## src/design/sprt_pkg.sv

```systemverilog
package sprt_pkg;

  localparam int TableEntriesDef = 64;
  localparam int MaxHolesDef     = 16;
  localparam logic [31:0] ThresholdReset = 32'd10000;

  // Register index of the activity threshold on the configuration port.
  localparam logic RegThreshold = 1'b0;

  typedef enum logic [3:0] {
    OP_PHASE    = 4'd0,
    OP_HEADER   = 4'd1,
    OP_BLOCK    = 4'd2,
    OP_TIP      = 4'd3,
    OP_REQUEST  = 4'd4,
    OP_RECEIVED = 4'd5,
    OP_TIMEOUT  = 4'd6,
    OP_INFLIGHT = 4'd7,
    OP_HOLES    = 4'd8,
    OP_ACTIVITY = 4'd9
  } op_e;

  typedef enum logic [1:0] {
    ST_OK   = 2'd0,
    ST_DUP  = 2'd1,
    ST_FULL = 2'd2,
    ST_IGN  = 2'd3
  } status_e;

  typedef enum logic [3:0] {
    S_IDLE,
    S_DECODE,
    S_SCAN,
    S_APPLY,
    S_EMIT,
    S_HTEST,
    S_HCHECK,
    S_HPUSH,
    S_HEND
  } state_e;

  typedef struct packed {
    logic [3:0]  operation;
    logic [31:0] value;
    logic [15:0] peer_id;
    logic [4:0]  hole_count;
    logic [1:0]  new_phase;
    logic [47:0] now_ms;
  } in_t;

  typedef struct packed {
    logic [1:0]  status;
    logic [31:0] hole_index;
    logic        hole_valid;
    logic        last;
    logic        is_outstanding;
    logic        recent;
    logic [1:0]  phase;
    logic [6:0]  outstanding_count;
    logic [31:0] received_total;
  } out_t;

  // Commands from the controller to the datapath.
  typedef struct packed {
    logic latch;
    logic scan_start;
    logic scan_hole;
    logic apply;
    logic emit_res;
    logic hole_init;
    logic hole_adv;
    logic hole_take;
    logic hole_push;
    logic hole_end;
  } cmd_t;

  // Status from the datapath to the controller.
  typedef struct packed {
    logic [3:0] op;
    logic       scan_done;
    logic       found;
    logic       hole_more;
    logic       pend_v;
    logic       out_free;
  } sts_t;

endpackage

```

## src/design/sync_progress_request_tracker_core.sv

```systemverilog
// A beat that does not touch the request table passes through the decode, apply and
// emit states; request, receipt, timeout and inflight beats first scan the
// table one entry per cycle through its single read port.
// Holes beats scan the whole table once per candidate index and push each hole out as a beat.
// One item at a time: the next is accepted in the cycle after its result registers.
// Reset (rst_ni low, asynchronous) clears all heights, counters, phase and entry valid bits.
module sync_progress_request_tracker_core #(
  parameter int TableEntries = sprt_pkg::TableEntriesDef,
  parameter int MaxHoles     = sprt_pkg::MaxHolesDef
) (
  input  logic           clk_i,
  input  logic           rst_ni,
  // Item input channel.
  input  logic           in_valid_i,
  output logic           in_stall_o,
  input  sprt_pkg::in_t  in_data_i,
  // Result output channel; a holes query may produce several beats.
  output logic           out_valid_o,
  input  logic           out_stall_i,
  output sprt_pkg::out_t out_data_o,
  // Configuration port.
  input  logic           psel,
  input  logic           penable,
  input  logic           pwrite,
  input  logic [2:0]     paddr,
  input  logic [31:0]    pwdata,
  output logic [31:0]    prdata,
  output logic           pready
);

  sprt_pkg::cmd_t cmd;
  sprt_pkg::sts_t sts;
  logic           busy;
  logic           in_accept;
  logic [31:0]    thr_q;

  // The controller is busy for the whole life of an item; the output register
  // lets the next item in while a result beat is still waiting downstream.
  assign in_stall_o = busy;
  assign in_accept  = in_valid_i && !busy;

  // The threshold register is the only configuration register.
  assign pready = 1'b1;
  assign prdata = (paddr[2] == sprt_pkg::RegThreshold) ? thr_q : 32'd0;

  always_ff @(posedge clk_i or negedge rst_ni) begin
    if (!rst_ni) begin
      thr_q <= sprt_pkg::ThresholdReset;
    end else if (psel && penable && pwrite && paddr[2] == sprt_pkg::RegThreshold) begin
      thr_q <= pwdata;
    end
  end

  sprt_ctrl u_ctrl (
    .clk_i       (clk_i),
    .rst_ni      (rst_ni),
    .in_accept_i (in_accept),
    .sts_i       (sts),
    .cmd_o       (cmd),
    .busy_o      (busy)
  );

  sprt_dpath #(
    .TableEntries (TableEntries),
    .MaxHoles     (MaxHoles)
  ) u_dpath (
    .clk_i       (clk_i),
    .rst_ni      (rst_ni),
    .cmd_i       (cmd),
    .sts_o       (sts),
    .in_data_i   (in_data_i),
    .thr_i       (thr_q),
    .out_stall_i (out_stall_i),
    .out_valid_o (out_valid_o),
    .out_data_o  (out_data_o)
  );

endmodule

```

## src/design/sprt_ctrl.sv

```systemverilog
module sprt_ctrl (
  input  logic              clk_i,
  input  logic              rst_ni,
  input  logic              in_accept_i,
  input  sprt_pkg::sts_t    sts_i,
  output sprt_pkg::cmd_t    cmd_o,
  output logic              busy_o
);

  sprt_pkg::state_e state_q, state_d;

  always_ff @(posedge clk_i or negedge rst_ni) begin
    if (!rst_ni) begin
      state_q <= sprt_pkg::S_IDLE;
    end else begin
      state_q <= state_d;
    end
  end

  always_comb begin
    state_d = state_q;
    case (state_q)
      sprt_pkg::S_IDLE: begin
        if (in_accept_i) state_d = sprt_pkg::S_DECODE;
      end
      sprt_pkg::S_DECODE: begin
        if (sts_i.op inside {sprt_pkg::OP_REQUEST, sprt_pkg::OP_RECEIVED,
                             sprt_pkg::OP_TIMEOUT, sprt_pkg::OP_INFLIGHT}) begin
          state_d = sprt_pkg::S_SCAN;
        end else if (sts_i.op == sprt_pkg::OP_HOLES) begin
          state_d = sprt_pkg::S_HTEST;
        end else begin
          state_d = sprt_pkg::S_APPLY;
        end
      end
      sprt_pkg::S_SCAN: begin
        if (sts_i.scan_done) begin
          state_d = (sts_i.op == sprt_pkg::OP_HOLES) ? sprt_pkg::S_HCHECK : sprt_pkg::S_APPLY;
        end
      end
      sprt_pkg::S_APPLY: state_d = sprt_pkg::S_EMIT;
      sprt_pkg::S_EMIT: begin
        if (sts_i.out_free) state_d = sprt_pkg::S_IDLE;
      end
      sprt_pkg::S_HTEST: begin
        state_d = sts_i.hole_more ? sprt_pkg::S_SCAN : sprt_pkg::S_HEND;
      end
      sprt_pkg::S_HCHECK: begin
        if (!sts_i.found && sts_i.pend_v) begin
          state_d = sprt_pkg::S_HPUSH;
        end else begin
          state_d = sprt_pkg::S_HTEST;
        end
      end
      sprt_pkg::S_HPUSH: begin
        if (sts_i.out_free) state_d = sprt_pkg::S_HTEST;
      end
      sprt_pkg::S_HEND: begin
        if (sts_i.out_free) state_d = sprt_pkg::S_IDLE;
      end
      default: state_d = sprt_pkg::S_IDLE;
    endcase
  end

  always_comb begin
    cmd_o  = '0;
    busy_o = 1'b1;
    case (state_q)
      sprt_pkg::S_IDLE: begin
        busy_o      = 1'b0;
        cmd_o.latch = in_accept_i;
      end
      sprt_pkg::S_DECODE: begin
        if (sts_i.op inside {sprt_pkg::OP_REQUEST, sprt_pkg::OP_RECEIVED,
                             sprt_pkg::OP_TIMEOUT, sprt_pkg::OP_INFLIGHT}) begin
          cmd_o.scan_start = 1'b1;
        end else if (sts_i.op == sprt_pkg::OP_HOLES) begin
          cmd_o.hole_init = 1'b1;
        end
      end
      sprt_pkg::S_APPLY: cmd_o.apply = 1'b1;
      sprt_pkg::S_EMIT:  cmd_o.emit_res = sts_i.out_free;
      sprt_pkg::S_HTEST: begin
        cmd_o.scan_start = sts_i.hole_more;
        cmd_o.scan_hole  = sts_i.hole_more;
      end
      sprt_pkg::S_HCHECK: begin
        // A candidate that is outstanding is skipped; a new hole is held back
        // as pending so that the final one can carry the last flag.
        if (sts_i.found) begin
          cmd_o.hole_adv = 1'b1;
        end else if (!sts_i.pend_v) begin
          cmd_o.hole_adv  = 1'b1;
          cmd_o.hole_take = 1'b1;
        end
      end
      sprt_pkg::S_HPUSH: begin
        cmd_o.hole_push = sts_i.out_free;
        cmd_o.hole_take = sts_i.out_free;
        cmd_o.hole_adv  = sts_i.out_free;
      end
      sprt_pkg::S_HEND: cmd_o.hole_end = sts_i.out_free;
      default: ;
    endcase
  end

endmodule

```

## src/design/sprt_dpath.sv

```systemverilog
module sprt_dpath #(
  parameter int TableEntries = sprt_pkg::TableEntriesDef,
  parameter int MaxHoles     = sprt_pkg::MaxHolesDef
) (
  input  logic             clk_i,
  input  logic             rst_ni,
  input  sprt_pkg::cmd_t   cmd_i,
  output sprt_pkg::sts_t   sts_o,
  input  sprt_pkg::in_t    in_data_i,
  input  logic [31:0]      thr_i,
  input  logic             out_stall_i,
  output logic             out_valid_o,
  output sprt_pkg::out_t   out_data_o
);

  localparam int AW = (TableEntries > 1) ? $clog2(TableEntries) : 1;
  localparam int CW = $clog2(TableEntries + 1);
  localparam int NW = $clog2(MaxHoles + 1);

  // Latched item.
  logic [3:0]  op_q;
  logic [31:0] val_q;
  logic [15:0] peer_q;
  logic [4:0]  hc_q;
  logic [1:0]  np_q;
  logic [47:0] now_q;

  // Tracker state.
  logic [1:0]  phase_q;
  logic [31:0] hdr_q, blk_q, tip_q, total_q;
  logic [47:0] last_ms_q;
  logic [CW-1:0] cnt_q;
  logic [TableEntries-1:0] valid_q;

  // Request table storage.
  logic [31:0] idx_mem [TableEntries];
  logic [15:0] peer_mem [TableEntries];
  logic [31:0] rd_idx_q;
  logic [15:0] rd_peer_q;

  // Scan engine.
  logic          issue_q, chk_q;
  logic [AW-1:0] ptr_q, chk_ptr_q;
  logic [31:0]   key_q;
  logic          found_q, free_v_q;
  logic [AW-1:0] slot_q, free_slot_q;
  logic [15:0]   fpeer_q;

  // Holes walk.
  logic [32:0]   cur_q;
  logic [31:0]   target_q, pend_q;
  logic          pend_v_q;
  logic [NW-1:0] want_q, n_q;

  // Result of a single-beat item.
  logic [1:0] res_st_q;
  logic       res_outst_q, res_rec_q;

  logic          out_valid_q;
  sprt_pkg::out_t out_q;

  logic          mem_we;
  logic          out_free;
  logic [48:0]   diff;
  logic          recent;
  logic [CW+6:0] cnt_ext;
  logic          last_addr;

  assign out_free  = !out_valid_q || !out_stall_i;
  assign diff      = {1'b0, now_q} - {1'b0, last_ms_q};
  assign recent    = $signed(diff) < $signed({17'b0, thr_i});
  assign cnt_ext   = {7'b0, cnt_q};
  assign last_addr = (ptr_q == AW'(TableEntries - 1));
  assign mem_we    = cmd_i.apply && (op_q == sprt_pkg::OP_REQUEST) && !found_q && free_v_q;

  always_ff @(posedge clk_i) begin
    if (cmd_i.latch) begin
      op_q   <= in_data_i.operation;
      val_q  <= in_data_i.value;
      peer_q <= in_data_i.peer_id;
      hc_q   <= in_data_i.hole_count;
      np_q   <= in_data_i.new_phase;
      now_q  <= in_data_i.now_ms;
    end
    if (mem_we) begin
      idx_mem[free_slot_q]  <= val_q;
      peer_mem[free_slot_q] <= peer_q;
    end
    rd_idx_q  <= idx_mem[ptr_q];
    rd_peer_q <= peer_mem[ptr_q];
  end

  // Scan: one table entry read per cycle, compared in the cycle after its read.
  always_ff @(posedge clk_i or negedge rst_ni) begin
    if (!rst_ni) begin
      issue_q     <= 1'b0;
      chk_q       <= 1'b0;
      ptr_q       <= '0;
      chk_ptr_q   <= '0;
      found_q     <= 1'b0;
      free_v_q    <= 1'b0;
      key_q       <= '0;
      slot_q      <= '0;
      free_slot_q <= '0;
      fpeer_q     <= '0;
    end else begin
      chk_q     <= issue_q;
      chk_ptr_q <= ptr_q;
      if (cmd_i.scan_start) begin
        issue_q  <= 1'b1;
        ptr_q    <= '0;
        found_q  <= 1'b0;
        free_v_q <= 1'b0;
        key_q    <= cmd_i.scan_hole ? cur_q[31:0] : val_q;
      end else if (issue_q) begin
        if (last_addr) begin
          issue_q <= 1'b0;
        end else begin
          ptr_q <= ptr_q + AW'(1);
        end
      end
      if (chk_q) begin
        if (valid_q[chk_ptr_q] && rd_idx_q == key_q && !found_q) begin
          found_q <= 1'b1;
          slot_q  <= chk_ptr_q;
          fpeer_q <= rd_peer_q;
        end
        if (!valid_q[chk_ptr_q] && !free_v_q) begin
          free_v_q    <= 1'b1;
          free_slot_q <= chk_ptr_q;
        end
      end
    end
  end

  // Tracker state updates.
  always_ff @(posedge clk_i or negedge rst_ni) begin
    if (!rst_ni) begin
      phase_q   <= '0;
      hdr_q     <= '0;
      blk_q     <= '0;
      tip_q     <= '0;
      total_q   <= '0;
      last_ms_q <= '0;
      cnt_q     <= '0;
      valid_q   <= '0;
    end else if (cmd_i.apply) begin
      case (op_q)
        sprt_pkg::OP_PHASE:  if (np_q > phase_q) phase_q <= np_q;
        sprt_pkg::OP_HEADER: if (val_q > hdr_q) hdr_q <= val_q;
        sprt_pkg::OP_BLOCK: begin
          if (val_q > blk_q) begin
            blk_q     <= val_q;
            last_ms_q <= now_q;
          end
        end
        sprt_pkg::OP_TIP:    if (val_q > tip_q) tip_q <= val_q;
        sprt_pkg::OP_REQUEST: begin
          if (mem_we) begin
            valid_q[free_slot_q] <= 1'b1;
            cnt_q <= cnt_q + CW'(1);
          end
        end
        sprt_pkg::OP_RECEIVED: begin
          if (found_q) begin
            valid_q[slot_q] <= 1'b0;
            cnt_q <= cnt_q - CW'(1);
          end
          total_q   <= total_q + 32'd1;
          last_ms_q <= now_q;
        end
        sprt_pkg::OP_TIMEOUT: begin
          if (found_q && fpeer_q == peer_q) begin
            valid_q[slot_q] <= 1'b0;
            cnt_q <= cnt_q - CW'(1);
          end
        end
        default: ;
      endcase
    end
  end

  always_ff @(posedge clk_i) begin
    if (cmd_i.apply) begin
      res_outst_q <= 1'b0;
      res_rec_q   <= 1'b0;
      res_st_q    <= sprt_pkg::ST_IGN;
      case (op_q)
        sprt_pkg::OP_PHASE:  if (np_q > phase_q) res_st_q <= sprt_pkg::ST_OK;
        sprt_pkg::OP_HEADER: if (val_q > hdr_q) res_st_q <= sprt_pkg::ST_OK;
        sprt_pkg::OP_BLOCK:  if (val_q > blk_q) res_st_q <= sprt_pkg::ST_OK;
        sprt_pkg::OP_TIP:    if (val_q > tip_q) res_st_q <= sprt_pkg::ST_OK;
        sprt_pkg::OP_REQUEST: begin
          if (found_q) begin
            res_st_q <= sprt_pkg::ST_DUP;
          end else if (free_v_q) begin
            res_st_q <= sprt_pkg::ST_OK;
          end else begin
            res_st_q <= sprt_pkg::ST_FULL;
          end
        end
        sprt_pkg::OP_RECEIVED: res_st_q <= sprt_pkg::ST_OK;
        sprt_pkg::OP_TIMEOUT: begin
          if (found_q && fpeer_q == peer_q) res_st_q <= sprt_pkg::ST_OK;
        end
        sprt_pkg::OP_INFLIGHT: begin
          res_st_q    <= sprt_pkg::ST_OK;
          res_outst_q <= found_q;
        end
        sprt_pkg::OP_ACTIVITY: begin
          res_st_q  <= sprt_pkg::ST_OK;
          res_rec_q <= recent;
        end
        default: ;
      endcase
    end
  end

  // Holes walk over the candidate range.
  always_ff @(posedge clk_i or negedge rst_ni) begin
    if (!rst_ni) begin
      pend_v_q <= 1'b0;
      n_q      <= '0;
      cur_q    <= '0;
      target_q <= '0;
      want_q   <= '0;
      pend_q   <= '0;
    end else begin
      if (cmd_i.hole_init) begin
        cur_q    <= {1'b0, blk_q} + 33'd1;
        target_q <= (hdr_q < tip_q) ? hdr_q : tip_q;
        want_q   <= (int'(hc_q) > MaxHoles) ? NW'(MaxHoles) : NW'(hc_q);
        n_q      <= '0;
        pend_v_q <= 1'b0;
      end
      if (cmd_i.hole_take) begin
        pend_q   <= cur_q[31:0];
        pend_v_q <= 1'b1;
        n_q      <= n_q + NW'(1);
      end
      if (cmd_i.hole_adv) cur_q <= cur_q + 33'd1;
    end
  end

  // Output register.
  always_ff @(posedge clk_i or negedge rst_ni) begin
    if (!rst_ni) begin
      out_valid_q <= 1'b0;
    end else if (cmd_i.emit_res || cmd_i.hole_push || cmd_i.hole_end) begin
      out_valid_q <= 1'b1;
    end else if (!out_stall_i) begin
      out_valid_q <= 1'b0;
    end
  end

  always_ff @(posedge clk_i) begin
    if (cmd_i.emit_res || cmd_i.hole_push || cmd_i.hole_end) begin
      out_q.phase             <= phase_q;
      out_q.outstanding_count <= cnt_ext[6:0];
      out_q.received_total    <= total_q;
      out_q.status            <= cmd_i.emit_res ? res_st_q : sprt_pkg::ST_OK;
      out_q.is_outstanding    <= cmd_i.emit_res && res_outst_q;
      out_q.recent            <= cmd_i.emit_res && res_rec_q;
      out_q.last              <= !cmd_i.hole_push;
      out_q.hole_valid        <= cmd_i.hole_push || (cmd_i.hole_end && pend_v_q);
      out_q.hole_index        <= (cmd_i.hole_push || (cmd_i.hole_end && pend_v_q)) ?
                                 pend_q : 32'd0;
    end
  end

  assign out_valid_o = out_valid_q;
  assign out_data_o  = out_q;

  always_comb begin
    sts_o.op        = op_q;
    sts_o.scan_done = chk_q && (chk_ptr_q == AW'(TableEntries - 1));
    sts_o.found     = found_q;
    sts_o.hole_more = (n_q < want_q) && (cur_q <= {1'b0, target_q});
    sts_o.pend_v    = pend_v_q;
    sts_o.out_free  = out_free;
  end

endmodule

```

## config.mk

```make
export PLATFORM = sky130hd
export DESIGN_NAME = sync_progress_request_tracker_core
export DESIGN_NICKNAME = d
export VERILOG_FILES = /design/src/design/sprt_pkg.sv /design/src/design/sync_progress_request_tracker_core.sv /design/src/design/sprt_ctrl.sv /design/src/design/sprt_dpath.sv
export SDC_FILE = /design/constraint.sdc
export NUM_CORES = 2
export LEC_CHECK = 0
export BUFFER_PORTS_ARGS = -buffer_cell sky130_fd_sc_hd__buf_2
export CAP_MARGIN = 20
export CORE_ASPECT_RATIO = 1.5
export CORE_MARGIN = 2
export CORE_UTILIZATION = 60
export CTS_BUF_LIST = sky130_fd_sc_hd__clkbuf_16
export DETAILED_ROUTE_END_ITERATION = 8
export PLACE_DENSITY = 0.81
export SYNTH_ARGS = -nofsm -noshare
export SYNTH_HDL_FRONTEND = slang
export SYNTH_HIERARCHICAL = 1
export SYNTH_SLANG_ARGS = --single-unit
```

## constraint.sdc

```tcl
create_clock -name clk_i -period 5.5 [get_ports clk_i]
set_clock_uncertainty 0.1 [all_clocks]
set_input_delay 0.275 -clock clk_i [delete_from_list [all_inputs] [get_ports clk_i]]
set_output_delay 0.275 -clock clk_i [all_outputs]
set_load 0.02 [all_outputs]
```

# == Word level (Yosys, flattened, before mapping) ==
# Memories as Yosys holds them, arrays and structs flattened. A register that Yosys moved wholly into a read port is not among the register bits.
# Cells that the tools add are included.
# word_totals
ff_bits,660
out_inout_bits,114
word_cells,230
ram_bits,3072
n_memories,2
# mem_list
memory,depth,word_bits,read_ports,rd_clocked_by_memory_dff,write_ports,line,rtl
u_dpath.idx_mem,64,32,1,1,1,sprt_dpath.sv:36,logic [31:0] idx_mem [TableEntries];
u_dpath.peer_mem,64,16,1,1,1,sprt_dpath.sv:37,logic [15:0] peer_mem [TableEntries];
# op_classes
n_lt_le_gt_ge,14
n_addsub,8
n_eq_ne,31
n_mux,76
reduce_logical,50
bitwise_logic,4
# ops
op,n
$mux W64,3
$pmux W64 S3,1
$gt A32 B32 Y1,3
$mux W32,3
$pmux W48 S2,1
$mux W33,2
$and A64 B64 Y64,1
$not A64 Y64,1
$or A64 B64 Y64,1
$lt A49 B33 Y1,1
$sub A48 B48 Y49,1
$mux W48,1
$add A32 B1 Y33 const B,1
$add A33 B1 Y33 const B,1
$le A33 B32 Y1,1
$add A32 B1 Y32 const B,1
$eq A32 B32 Y1,1
$eq A4 B3 Y1 const B,8
$lt A32 B32 Y1,1
$pmux W4 S8,1
$mux W1,31
$mux W4,6
$lt A6 B7 Y1 const B,3
$mux W7,3
39 further kinds,106

# == Depth between registers and ports, before layout ==
# logic_depth
word_depth,8
mapped_depth,22
depth_no_buf,22

# == Modules after synthesis ==
# Netlist, hierarchy kept.
# by_module_without_submodules
mod,cells_each,area_each_um2,n_inst
sprt_dpath,7497,151165.0,1
sync_progress_request_tracker_core,106,1566.5,1
sprt_ctrl,63,506.7,1

# == Worst setup path before layout ==
# Ideal clock, no wire load.
# synth_path
kind,reg-to-reg
start,reg u_ctrl.state_q[3]
end,reg u_dpath.cur_q[30]
required_time_ps,5282
slack_ps,685
setup_time_ps,118
arrival_ps,4597
stages_incl_launch_ff,21
path_buffers,7
path_cell_list,dfrtp_1 -> buf_6 -> nor2b_1 -> nand2_1 -> a211oi_1 -> buf_4 -> buf_6 -> buf_6 -> clkbuf_1 -> clkbuf_1 -> clkbuf_1 -> mux2_2 -> ha_1 -> a21boi_1 -> nand4_1 -> a211oi_2 -> and2_1 -> nand3_1 -> or3_1 -> mux2i_1 -> a21o_1
# synth_lines
element,line,rtl
start: declaration,sprt_ctrl.sv:10,"sprt_pkg::state_e state_q, state_d;"
start signal: assignment,sprt_ctrl.sv:14,state_q <= sprt_pkg::S_IDLE;
start signal: assignment,sprt_ctrl.sv:16,state_q <= state_d;
end signal: assignment,sprt_dpath.sv:230,"cur_q <= {1'b0, blk_q} + 33'd1;"
end signal: assignment,sprt_dpath.sv:241,if (cmd_i.hole_adv) cur_q <= cur_q + 33'd1;
end: declaration,sprt_dpath.sv:50,logic [32:0] cur_q;

# == Worst setup path in the final report ==
# layout_path
start,reg u_dpath.now_q[0]
end,reg u_dpath.res_rec_q (data pin)
# layout_via
elab_chain_cells,2
# layout_rtl
element,line,rtl
start: declaration,sprt_dpath.sv:26,logic [47:0] now_q;
start signal: assignment,sprt_dpath.sv:83,now_q <= in_data_i.now_ms;
$sub A48 B48 Y49,sprt_dpath.sv:70,"assign diff = {1'b0, now_q} - {1'b0, last_ms_q};"
$lt A49 B33 Y1,sprt_dpath.sv:71,"assign recent = $signed(diff) < $signed({17'b0, thr_i});"
end signal: assignment,sprt_dpath.sv:212,res_rec_q <= recent;
end: declaration,sprt_dpath.sv:57,"logic res_outst_q, res_rec_q;"
# No other way between the ends.
# A chain may end at the register's enable or synchronous reset.

==> results by group <==
Critical path
  • CP delay by family, top: compound AO/OA/AOI/OAI gates
  • Critical path required time: 6.13 ns
  • Critical Path AT: 5.68 ns
  • CP max stage cell: fa_1
  • Critical path buffer and inverter count: 1
  • R2R cell count: 21
  • Critical path peak fanout: 4
  • Critical path depth: 21
  • Worst setup path class: register to register
  • Setup crit start kind: register
  • Worst path max stage delay: ~0.40 ns
  • CP endpoint kind: register
  • Crit path cell chain: inv_1 > ha_1 > fa_1 > nand2b_1 > a21oi_2 > o21a_1 > a21oi_1 > nor3_1 > nor3_1 > a21oi_1 > xor2_1 > ha_1 > a21o_1 > a21o_1 > a2111oi_0 > a31oi_1 > nor4_1 > nand3_1 > a2111oi_0 > nand4_1 > o21ai_1

Logic synthesis
  • Simple logic cell fraction of the synthesized area: 2.77%
  • Mux contribution to synthesized area: 17.2%
  • Post-Syn Area per Cell: roughly 20 um2
  • Post-synthesis compound-gate area fraction: 3.03%
  • Netlist Area Pre-Place: 153000 um2
  • Post-synth cell types: 92
  • Adder-cell share of the synthesized area: 2.09%
  • Synth Instances: 7666
  • Xor-xnor portion of the synthesized cell area: 1.07%
  • Ranking of synthesized cells by area: edfxtp_1 (64%), mux4_2 (15%), dfrtp_1 (7.6%)
  • Fraction of registers with async set or reset after synthesis: roughly 12%
  • Syn_nets: 8070
  • Post-synth top area cell: edfxtp_1
  • Largest family of logic cells by synthesized area: multiplexers
  • Synth warn: 6
  • Synthesis-stage register bit count: roughly 3800
  • Post-synth EDFFs: 3262
  • Most used DFF post-synth: edfxtp_1
  • Share of Yosys cell area claimed by the top area cell type: roughly 64%
  • Seq/Total Area, Yosys: 72.2%

Route
  • Post-route ant nets: 0
  • Vias/cell: 7.16
  • Detailed Routing Iterations Pass 1: 6
  • DRC: 0
  • Post-Route WL: ~470 mm
  • Drt wl/cell: 39.0 um
  • Routed vias: about 86000
  • Starting DRC count in detailed routing: 13100

CTS
  • Root buf cell: clkbuf_16
  • CTS Buf Count: between 300 and 400
  • Max clock buf depth: 4
  • CTS tree: done
  • Post-CTS Setup Repair Bufs: 0
  • Clock Latency Late Sink: 0.89 ns
  • CTS clk-pin slew, worst paths: approximately 0.070 ns
  • CTS Sinks: ~3800
  • H-tree Lvls: 5

Die
  • Die Span Y: 623 um
  • Die X: 417 um
  • Initial Util: 60.2%
  • Io pins: 263
  • DIE AREA: 260000 um2
  • # rows: 227
  • Core area: 254000 um2

Pwr
  • VDD IR-drop max: approximately 0.00047 V
  • Sequential power share: 41.4%
  • Clock network power share: between 20% and 30%
  • Internal power: 57.9 mW
  • Leak: about 60 nW
  • Combinational share of power: between 20 and 30%
  • P_sw: 26.2 mW
  • PwrDens: approximately 480 nW/um2
  • Switching power share of the total: between 30% and 40%
  • Overall power: 84.1 mW

STA
  • Slew Viols, Final: 0
  • Worst-Margin Slew: 1.23 ns
  • Final setup fails: 0
  • Final worst-path setup slack: 0.444 ns
  • Fin crit period: 5.06 ns
  • F_max: 198 MHz
  • Crit share post-route: 91.9%
  • Unrepaired setup endpoints after global routing: false
  • Rel. slew slack: between 15 and 20%
  • Hold_ws: 0.0278 ns
  • TNS Setup: 0 ns
  • Final Hold Viols: 0

Place
  • PortBufs: 259
  • Detailed placement HPWL: around 250 mm
  • Post-place setup slack: 0.403 ns
  • Placer Congestion: 0.914

Global routing
  • Initial antenna violation count: 14
  • Vias in the first global route: 88300
  • Gr ovfl total: 0
  • First-pass GRT wire length: 659 mm
  • Tot GR Track Use: 36.3%
  • Maximum number of pins on one net before global-route repair: 136

Outcome
  • Status: complete, no violations

Layout
  • Area grow syn2layout: 13.9%
  • Share of layout cells above drive strength 1: 28.6%
  • Fin util: 68.6%
  • Fillcell total: between 10000 and 15000
  • Nets: 8821
  • Commonest non-fill, non-tap cell in the layout: edfxtp_1
  • Leading cell types in the layout, fill and taps excluded: edfxtp_1 (3262), mux4_2 (1028), dfrtp_1 (459), clkbuf_16 (341), inv_1 (302)

Job
  • Max_cap viols: 0

Worst hold path
  • Tightest Hold Check Type: input pin to register
  • Worst hold stages: 2
layer usage:
metal | global-route usage (%) | vias to the layer above | share of wire, %
met1 | 41.8 | 43900 | 30
met5 | 0.186 | - | 0.048
met3 | 7.67 | 2077 | 11
li1 | - | 32700 | -
met4 | 27.7 | 8 | 9.6
met2 | 59.9 | 7380 | 49
path summary, 6_finish.rpt:
path / slack, ns / startpoint / end
setup / recovery: 0.44 / u_dpath/now_q[0] / u_dpath/res_rec_q
hold / removal: 0.03 / in_data_i[67] / u_dpath/peer_q[12]
setup reg to reg: 0.44 / u_dpath/now_q[0] / u_dpath/res_rec_q
hold reg to reg: 0.37 / u_dpath/cnt_q[6] / u_dpath/cnt_q[6]
max in group asynchronous: 3.95 / rst_ni / u_dpath/key_q[30]
min in group asynchronous: 0.49 / rst_ni / u_dpath/total_q[16]
synth_stat cells (19+ instances only):
library cell / count
nand3b_1: 19
ha_1: 253
and2_1: 21
mux2_4: 30
nand2b_1: 27
mux2_2: 211
o22a_1: 64
mux2i_1: 44
dfrtp_1: 465
xnor2_1: 90
mux4_2: 1028
o221a_2: 32
nand3_1: 64
dfxtp_1: 48
xor2_1: 98
clkbuf_1: 264
o21a_1: 21
o21ai_0: 146
a21o_1: 80
o311ai_0: 32
nor2_1: 218
nand4_1: 63
nand2_1: 208
nor4_1: 22
and3_1: 30
edfxtp_1: 3262
a21oi_1: 171
inv_1: 242
nor3_1: 21
nor2b_1: 101
buf_1: 67
layout make-up:
type / instances / area (um2) / share of cell area (%)
Sequential cell: 3780 / 111000 / 63.5
Multi-Input combinational cell: 3283 / 40700 / 23.4
Clock buffer: 341 / 8530 / 4.89
Timing Repair Buffer: 777 / 6960 / 3.99
Tap cell: 3320 / 4150 / 2.38
Clock inverter: 267 / 2420 / 1.39
Inverter: 242 / 908 / 0.521
Antenna cell: 18 / 45.0 / 0.0258
logic make-up after synthesis:
group | count (synthesis)
AO/OA/AOI/OAI | 681
XOR/XNOR | 188
adder cells (fa/ha/maj) | 255
buffers and inverters | 603
flip-flops | 3780
multiplexers | 1314
other | 1
AND/OR/NAND/NOR | 844
flip-flops by register name, summed over array words and instances (netlist names), 32 cells and up:
name and cells:
u_dpath/last_ms_q 48, u_dpath/key_q 32, u_dpath/pend_q 32, u_dpath/total_q 32, u_dpath/valid_q 64, u_dpath/rd_idx_q 32
u_dpath/out_data_o 79, u_dpath/target_q 32, u_dpath/cur_q 33, u_dpath/now_q 48, u_dpath/val_q 32, u_dpath/idx_mem 2048
u_dpath/hdr_q 32, thr_q 32, u_dpath/peer_mem 1024, u_dpath/tip_q 32, u_dpath/blk_q 32
per-stage QoR:
step | cell area (um2) | std cells
CTS | 174000 | 12000
global placement | 161000 | 11200
global route | 174000 | 12000
detailed placement | 161000 | 11200
floorplan | 153000 | 7666
finish | 174000 | 12000
power groups by stage:
| stage | Sequential, mW | Combinational [mW] | Clock, mW |
|---|---|---|---|
| global placement | 35.2 | 23.3 | 0 |
| finish | 34.8 | 25.1 | 24.2 |
| detailed placement | 35.2 | 24.0 | 0 |
| CTS | 34.7 | 24.8 | 24.2 |
| global route | 34.8 | 26.3 | 25.1 |
| floorplan | 34.5 | 17.2 | 0 |
timing repair:
item,4_1_cts,5_1_grt
setup endpoints to repair,0,1
hold buffers,204,0
endpoints found under the hold margin,254,0
resized for setup,0,3
Power figures use the tool's default switching activity.
